<file path="src/design/ssid_pkg.sv">
// ----------------------------------------------------------------------------
// ssid_pkg: shared types and constants of the sorted set
// Capacity, derived widths, status codes, command action codes and the
// control word that the top level broadcasts to every storage cell.
// ----------------------------------------------------------------------------
package ssid_pkg;

    localparam int CAPACITY = 32;
    localparam int CNT_W    = $clog2(CAPACITY + 1);
    localparam int IDX_W    = $clog2(CAPACITY);
    localparam int VAL_W    = 32;

    // status reported with every result item
    localparam logic [1:0] ST_CHANGED = 2'd0;
    localparam logic [1:0] ST_SAME    = 2'd1;
    localparam logic [1:0] ST_FULL    = 2'd2;

    // command action codes
    localparam logic ACT_INSERT = 1'b0;
    localparam logic ACT_DELETE = 1'b1;

    typedef enum logic [1:0] {
        OP_HOLD,
        OP_CMP,
        OP_INS,
        OP_DEL
    } t_cell_op;

    typedef struct packed {
        t_cell_op                  op;
        logic signed [VAL_W-1:0]   key;
    } t_cell_ctl;

endpackage

</file>
<file path="src/design/ssid_cell.sv">
// ----------------------------------------------------------------------------
// ssid_cell: one storage cell of the sorted chain
// Holds one value, compares it against the broadcast key and, on an
// update, keeps its value, takes the key or takes a neighbor's value.
// ----------------------------------------------------------------------------
module ssid_cell (
    input  logic                              i_clk,
    input  ssid_pkg::t_cell_ctl               i_ctl,
    input  logic                              i_occupied,
    input  logic                              i_prev_lt,
    input  logic signed [ssid_pkg::VAL_W-1:0] i_prev_val,
    input  logic signed [ssid_pkg::VAL_W-1:0] i_next_val,
    output logic signed [ssid_pkg::VAL_W-1:0] o_val,
    output logic                              o_lt,
    output logic                              o_eq
);
    import ssid_pkg::*;

    logic signed [VAL_W-1:0] r_val;
    logic signed [VAL_W-1:0] n_val;
    logic                    r_lt;
    logic                    r_eq;

    // pick the next value from the broadcast operation
    always_comb begin
        n_val = r_val;
        case (i_ctl.op)
            OP_INS: begin
                if (!r_lt) begin
                    n_val = i_prev_lt ? i_ctl.key : i_prev_val;
                end
            end
            OP_DEL: begin
                if (!r_lt) begin
                    n_val = i_next_val;
                end
            end
            default: n_val = r_val;
        endcase
    end

    // register the next value, register compare flags on a compare
    always_ff @(posedge i_clk) begin
        r_val <= n_val;
        if (i_ctl.op == OP_CMP) begin
            r_lt <= i_occupied && (r_val < i_ctl.key);
            r_eq <= i_occupied && (r_val == i_ctl.key);
        end
    end

    assign o_val = r_val;
    assign o_lt  = r_lt;
    assign o_eq  = r_eq;

endmodule

</file>
<file path="src/design/sorted_set_insert_delete.sv">
// ----------------------------------------------------------------------------
// sorted_set_insert_delete: sorted set of distinct signed values
// Chain of storage cells kept in ascending order; insert or delete one
// value per command, then stream the whole set out.
// ----------------------------------------------------------------------------
// Usage:
//   Input channel (i_in_valid / o_in_stall) carries one command item:
//   i_action (0 insert, 1 delete) and i_value. Output channel
//   (o_out_valid / i_out_stall) returns one result item per stored value
//   in ascending order, each with the count and status of the command;
//   o_last marks the final one. An empty set returns a single item with
//   o_has_element low.
//   Timing: after acceptance the compare state checks the key in every
//   cell at once, the update state shifts the chain, then results leave
//   at one per cycle from the output register while the receiver does
//   not stall. The result rate of one item per cycle is set by the
//   single output port.
//   o_in_stall is high while a command is in progress; the next command
//   is taken while the final result still waits in the output register.
//   A receiver stall holds the output register and pauses the stream.
//   Reset empties the set and drops any pending result.
// ----------------------------------------------------------------------------
module sorted_set_insert_delete (
    input  logic                              i_clk,
    input  logic                              i_rst_n,
    input  logic                              i_in_valid,
    output logic                              o_in_stall,
    input  logic                              i_action,
    input  logic signed [ssid_pkg::VAL_W-1:0] i_value,
    output logic                              o_out_valid,
    input  logic                              i_out_stall,
    output logic [ssid_pkg::CNT_W-1:0]        o_count,
    output logic signed [ssid_pkg::VAL_W-1:0] o_element,
    output logic                              o_has_element,
    output logic [1:0]                        o_status,
    output logic                              o_last
);
    import ssid_pkg::*;

    typedef enum logic [1:0] {
        S_IDLE,
        S_CMP,
        S_UPD,
        S_OUT
    } t_state;

    t_state                  r_state;
    logic                    r_action;
    logic signed [VAL_W-1:0] r_key;
    logic [CNT_W-1:0]        r_size;
    logic [1:0]              r_status;
    logic [IDX_W-1:0]        r_idx;

    logic                    r_out_valid;
    logic [CNT_W-1:0]        r_out_count;
    logic signed [VAL_W-1:0] r_out_element;
    logic                    r_out_has;
    logic [1:0]              r_out_status;
    logic                    r_out_last;

    t_cell_ctl               w_ctl;
    logic signed [VAL_W-1:0] w_val [CAPACITY];
    logic [CAPACITY-1:0]     w_lt;
    logic [CAPACITY-1:0]     w_eq;
    logic                    w_found;
    logic                    w_full;
    logic                    w_accept;
    logic                    w_load;
    logic                    w_is_last;

    assign w_found   = |w_eq;
    assign w_full    = (r_size == CNT_W'(CAPACITY));
    assign w_accept  = i_in_valid && (r_state == S_IDLE);
    assign w_load    = (r_state == S_OUT) && (!r_out_valid || !i_out_stall);
    assign w_is_last = (r_size == '0) || (CNT_W'(r_idx) == r_size - CNT_W'(1));

    // broadcast control to the chain
    always_comb begin
        w_ctl.key = r_key;
        w_ctl.op  = OP_HOLD;
        case (r_state)
            S_CMP: w_ctl.op = OP_CMP;
            S_UPD: begin
                if (r_action == ACT_INSERT && !w_found && !w_full) begin
                    w_ctl.op = OP_INS;
                end else if (r_action == ACT_DELETE && w_found) begin
                    w_ctl.op = OP_DEL;
                end
            end
            default: w_ctl.op = OP_HOLD;
        endcase
    end

    // build the chain of cells
    for (genvar g = 0; g < CAPACITY; g++) begin : g_cell
        logic                    w_prev_lt;
        logic signed [VAL_W-1:0] w_prev_val;
        logic signed [VAL_W-1:0] w_next_val;

        if (g == 0) begin : g_head
            assign w_prev_lt  = 1'b1;
            assign w_prev_val = r_key;
        end else begin : g_body
            assign w_prev_lt  = w_lt[g-1];
            assign w_prev_val = w_val[g-1];
        end

        if (g == CAPACITY - 1) begin : g_tail
            assign w_next_val = w_val[g];
        end else begin : g_inner
            assign w_next_val = w_val[g+1];
        end

        ssid_cell u_cell (
            .i_clk      (i_clk),
            .i_ctl      (w_ctl),
            .i_occupied (CNT_W'(g) < r_size),
            .i_prev_lt  (w_prev_lt),
            .i_prev_val (w_prev_val),
            .i_next_val (w_next_val),
            .o_val      (w_val[g]),
            .o_lt       (w_lt[g]),
            .o_eq       (w_eq[g])
        );
    end

    // sequence commands and drive the output register
    always_ff @(posedge i_clk) begin
        if (!i_rst_n) begin
            r_state     <= S_IDLE;
            r_size      <= '0;
            r_out_valid <= 1'b0;
        end else begin
            if (r_out_valid && !i_out_stall && !w_load) begin
                r_out_valid <= 1'b0;
            end
            case (r_state)
                S_IDLE: begin
                    if (w_accept) begin
                        r_action <= i_action;
                        r_key    <= i_value;
                        r_state  <= S_CMP;
                    end
                end
                S_CMP: r_state <= S_UPD;
                S_UPD: begin
                    r_idx <= '0;
                    case (w_ctl.op)
                        OP_INS: begin
                            r_size   <= r_size + CNT_W'(1);
                            r_status <= ST_CHANGED;
                        end
                        OP_DEL: begin
                            r_size   <= r_size - CNT_W'(1);
                            r_status <= ST_CHANGED;
                        end
                        default: begin
                            r_status <= (r_action == ACT_INSERT && !w_found && w_full)
                                        ? ST_FULL : ST_SAME;
                        end
                    endcase
                    r_state <= S_OUT;
                end
                S_OUT: begin
                    if (w_load) begin
                        r_out_valid   <= 1'b1;
                        r_out_count   <= r_size;
                        r_out_element <= (r_size == '0) ? '0 : w_val[r_idx];
                        r_out_has     <= (r_size != '0);
                        r_out_status  <= r_status;
                        r_out_last    <= w_is_last;
                        r_idx         <= r_idx + IDX_W'(1);
                        if (w_is_last) begin
                            r_state <= S_IDLE;
                        end
                    end
                end
                default: r_state <= S_IDLE;
            endcase
        end
    end

    assign o_in_stall    = (r_state != S_IDLE);
    assign o_out_valid   = r_out_valid;
    assign o_count       = r_out_count;
    assign o_element     = r_out_element;
    assign o_has_element = r_out_has;
    assign o_status      = r_out_status;
    assign o_last        = r_out_last;

endmodule

</file>
<file path="config.mk">
export PLATFORM = sky130hd
export DESIGN_NAME = sorted_set_insert_delete
export DESIGN_NICKNAME = d
export VERILOG_FILES = /design/src/design/ssid_pkg.sv /design/src/design/ssid_cell.sv /design/src/design/sorted_set_insert_delete.sv
export SDC_FILE = /design/constraint.sdc
export NUM_CORES = 2
export LEC_CHECK = 0
export BUFFER_PORTS_ARGS = -buffer_cell sky130_fd_sc_hd__buf_4
export CAP_MARGIN = 15
export CORE_ASPECT_RATIO = 2
export CORE_MARGIN = 2
export CORE_UTILIZATION = 60
export CTS_BUF_LIST = sky130_fd_sc_hd__clkbuf_2
export CTS_CLUSTER_SIZE = 8
export DETAILED_ROUTE_END_ITERATION = 8
export GPL_TIMING_DRIVEN = 1
export PLACE_DENSITY = 0.86
export SYNTH_ARGS = -nofsm -noshare
export SYNTH_HDL_FRONTEND = slang
export SYNTH_SLANG_ARGS = --single-unit
</file>
<file path="constraint.sdc">
create_clock -name i_clk -period 16 [get_ports i_clk]
set_input_delay 2.4 -clock i_clk [delete_from_list [all_inputs] [get_ports i_clk]]
set_output_delay 2.4 -clock i_clk [all_outputs]
set_load 0.01 [all_outputs]
</file>
==> results.py <==
metrics = {
    "outcome": {
        "outcome": "finished, violations left",
        "violations": "capacitance limit",
    },
    "cts": {
        "clock_sinks": 1179,
        "cts_buffers": 286,
        "htree_num_levels": 5,
        "worstSkewPairLatency_ps": 1570,
        "cts_buffer_depth": 4,
        "root_buffer": "clkbuf_2",
        "postCtsSetupBuffers": 0,
        "cts_hold_buf": 0,
        "path_clk_slew_ps": 130,
        "cts_tree": "built",
        "post_cts_resized": 0,
    },
    "cells_and_area": {
        "fin_util_pct": 63.7,
        "areaGrowthSynthToFinish_pct": 5.71,
        "layout_commonest_cell": "edfxtp_1",
        "layout_common_cells": "1170 x edfxtp_1, 1165 x nand2_1, 1032 x ha_1",
        "drive_gt1_share_pct": 13.5,
        "fin_nets": 9046,
    },
    "detailed_routing": {
        "drt_wl_total_microns": 307000,
        "drt-pass1-iter-count": 7,
        "antenna_left": 0,
        "viasPerCell": 7.11,
        "wl_per_cell_microns": 30.4,
        "drt-initial-drc-count": 8811,
        "vias": 71600,
        "drc": 0,
    },
    "timing": {
        "max_freq_mhz": 168,
        "min_period_over_period_pct": 37.2,
        "rsz0062_at_grt": "false",
        "drv_slew": 0,
        "hold_viol": 0,
        "finalCriticalPeriod_ps": 5940,
        "relSlewSlack_pct": 0.503,
        "worstMarginPinSlew_ps": 1480,
        "setup_viol_count_final": 0,
        "fin_tns_setup_ps": 0,
        "skew_ps": 126,
    },
    "logic_synthesis": {
        "synth.distinct_cells": 72,
        "synth_compound_area_share_pct": 11.5,
        "synth_top_family_by_area": "multiplexers",
        "yosysTopAreaCellShare_pct": 40.2,
        "netlist_top_cells_area": "edfxtp_1 40%, ha_1 15%, mux2i_1 11%",
        "yosysWarnings": 0,
        "synth-adder-area-share_pct": 14.8,
        "syn_nets": 9032,
        "synth_seq_area_share_pct": 40.4,
        "ys_ff_latch": 1179,
        "yosysTopAreaCell": "edfxtp_1",
        "synth_area_sq_mm": 0.0875,
        "syn_area_per_cell_sq_um": 11.0,
        "postSynth.asyncResetShare_pct": 0,
        "synth_cells": 7963,
        "synth_ff_type": "edfxtp_1",
        "synth_mux_area_share_pct": 20.2,
        "yosys.area_share.simple_pct": 9.95,
        "synth_edf_count": 1170,
        "synth_xor_area_share_pct": 0.140,
    },
    "floorplan": {
        "design.core.area_sq_mm": 0.145,
        "die_height_microns": 544,
        "pin_count": 81,
        "start_util_pct": 60.2,
        "fp.dieW_microns": 274,
        "die_area_sq_mm": 0.149,
        "rows": 198,
    },
    "worst_setup_path": {
        "cp_max_fo": 306,
        "arrival_ps": 7140,
        "r2r_start": "r_size[3]",
        "critPathLaunch": "r_size[3]",
        "cp-end-kind": "register",
        "path_class": "register to register",
        "setup.worst_path.start_class": "register",
        "worstPathRequired_ps": 17200,
    },
    "power_and_ir_drop": {
        "leakage_nw": 35.5,
        "p_per_area_mw_per_mm2": 104,
        "ir_drop_mv": 0.0702,
    },
    "grt": {
        "antenna_found_initial": 18,
        "grtUsageTotal_pct": 41.1,
        "grt_pass1_vias": 71300,
        "grt_start_max_net_pins": 307,
        "grt_pass1_wl_microns": 451000,
        "grt_remaining_overflow": 0,
    },
    "place": {
        "hpwl_microns": 221000,
        "io_buffers": 80,
        "place_congestion": 1.00,
    },
    "hold_path": {
        "hp-class": "register to register",
        "hold_start": "r_state[1]",
    },
    "flow_run": {
        "maxCapViolCount": 1,
    },
}
registers in the layout, summed over array words and instances, names as in the netlist, 5 cells and up:
register,cells
g_cell.u_cell.o_eq,32
g_cell.u_cell.o_lt,32
g_cell.u_cell.o_val,1024
g_cell.w_prev_val,32
o_count,6
o_element,32
r_idx,5
r_size,6
per-stage QoR:
stage	instance area (sq um)	setup WS (ps)	cells	total power, mW	hold slack [ps]
after CTS	92000	10380	10000	9.42	524
after floorplan	87500	10800	7963	6.36	400
after global placement	89700	10590	9565	7.27	481
after global routing	92400	9740	10100	9.94	563
final	92500	10060	10100	9.59	524
after detailed placement	89700	10410	9565	7.44	505
final timing paths:
path,cells after the start,endpoint,slack (ps)
setup reg to reg,8,g_cell[22].u_cell.o_val[10],10060
setup / recovery,8,g_cell[22].u_cell.o_val[10],10060
hold / removal,2,r_state[1],520
hold reg to reg,2,r_state[1],520
worst max-delay path: stages (launching register included):
cell     delay (ps)
dfxtp_1         980
nor2_1          230
a311o_1         470
nor2_1          170
a21bo_4         490
buf_12          650
buf_12          810
buf_4           990
o21ai_0         260
metal layers:
layer / up-vias / routed length (microns) / GRT usage [%]
met5: - / 111 / 0
met4: 16 / 39400 / 42.7
met3: 1748 / 26300 / 9.06
met2: 4807 / 148000 / 68.0
met1: 34200 / 93000 / 41.3
li1: 30800 / - / -
kinds of logic after synthesis:
family | Yosys count
simple gates | 1933
compound gates | 1809
mux | 1362
flops | 1179
fa+ha+maj | 1032
buf+inv | 634
xor+xnor | 14
area by class of cell:
type	count	area (sq um)
sequential	1179	35300
antenna	13	32.5
fill	11300	52700
multi-input combinational	6150	49800
clock inverter	79	365
timing repair buffer	263	2240
clock buffer	396	1980
tap	1900	2380
inverter	97	364
power by group:
group	total, mW	leakage (nW)	internal (mW)	switching (mW)
Sequential	3.93	10.6	3.79	0.140
Clock	2.05	1.84	0.692	1.36
Combinational	3.61	23.1	1.35	2.26
cell usage after synthesis, types with 21 or more instances:
| cell | count |
|---|---|
| a211oi_1 | 49 |
| or4_1 | 21 |
| clkbuf_1 | 382 |
| a21oi_1 | 366 |
| mux2i_1 | 1002 |
| o21ai_0 | 895 |
| a2111oi_0 | 23 |
| nor3_1 | 31 |
| o21ai_1 | 200 |
| o211ai_1 | 31 |
| nor2b_1 | 42 |
| edfxtp_1 | 1170 |
| nor2_1 | 175 |
| buf_6 | 24 |
| buf_2 | 109 |
| inv_1 | 97 |
| and4_1 | 28 |
| nand4_1 | 206 |
| a21o_1 | 119 |
| nor4_1 | 43 |
| mux4_2 | 320 |
| nand2_1 | 1165 |
| nand3_1 | 125 |
| ha_1 | 1032 |
| mux2_2 | 40 |
Note: power is estimated with default switching activity, not from simulation.
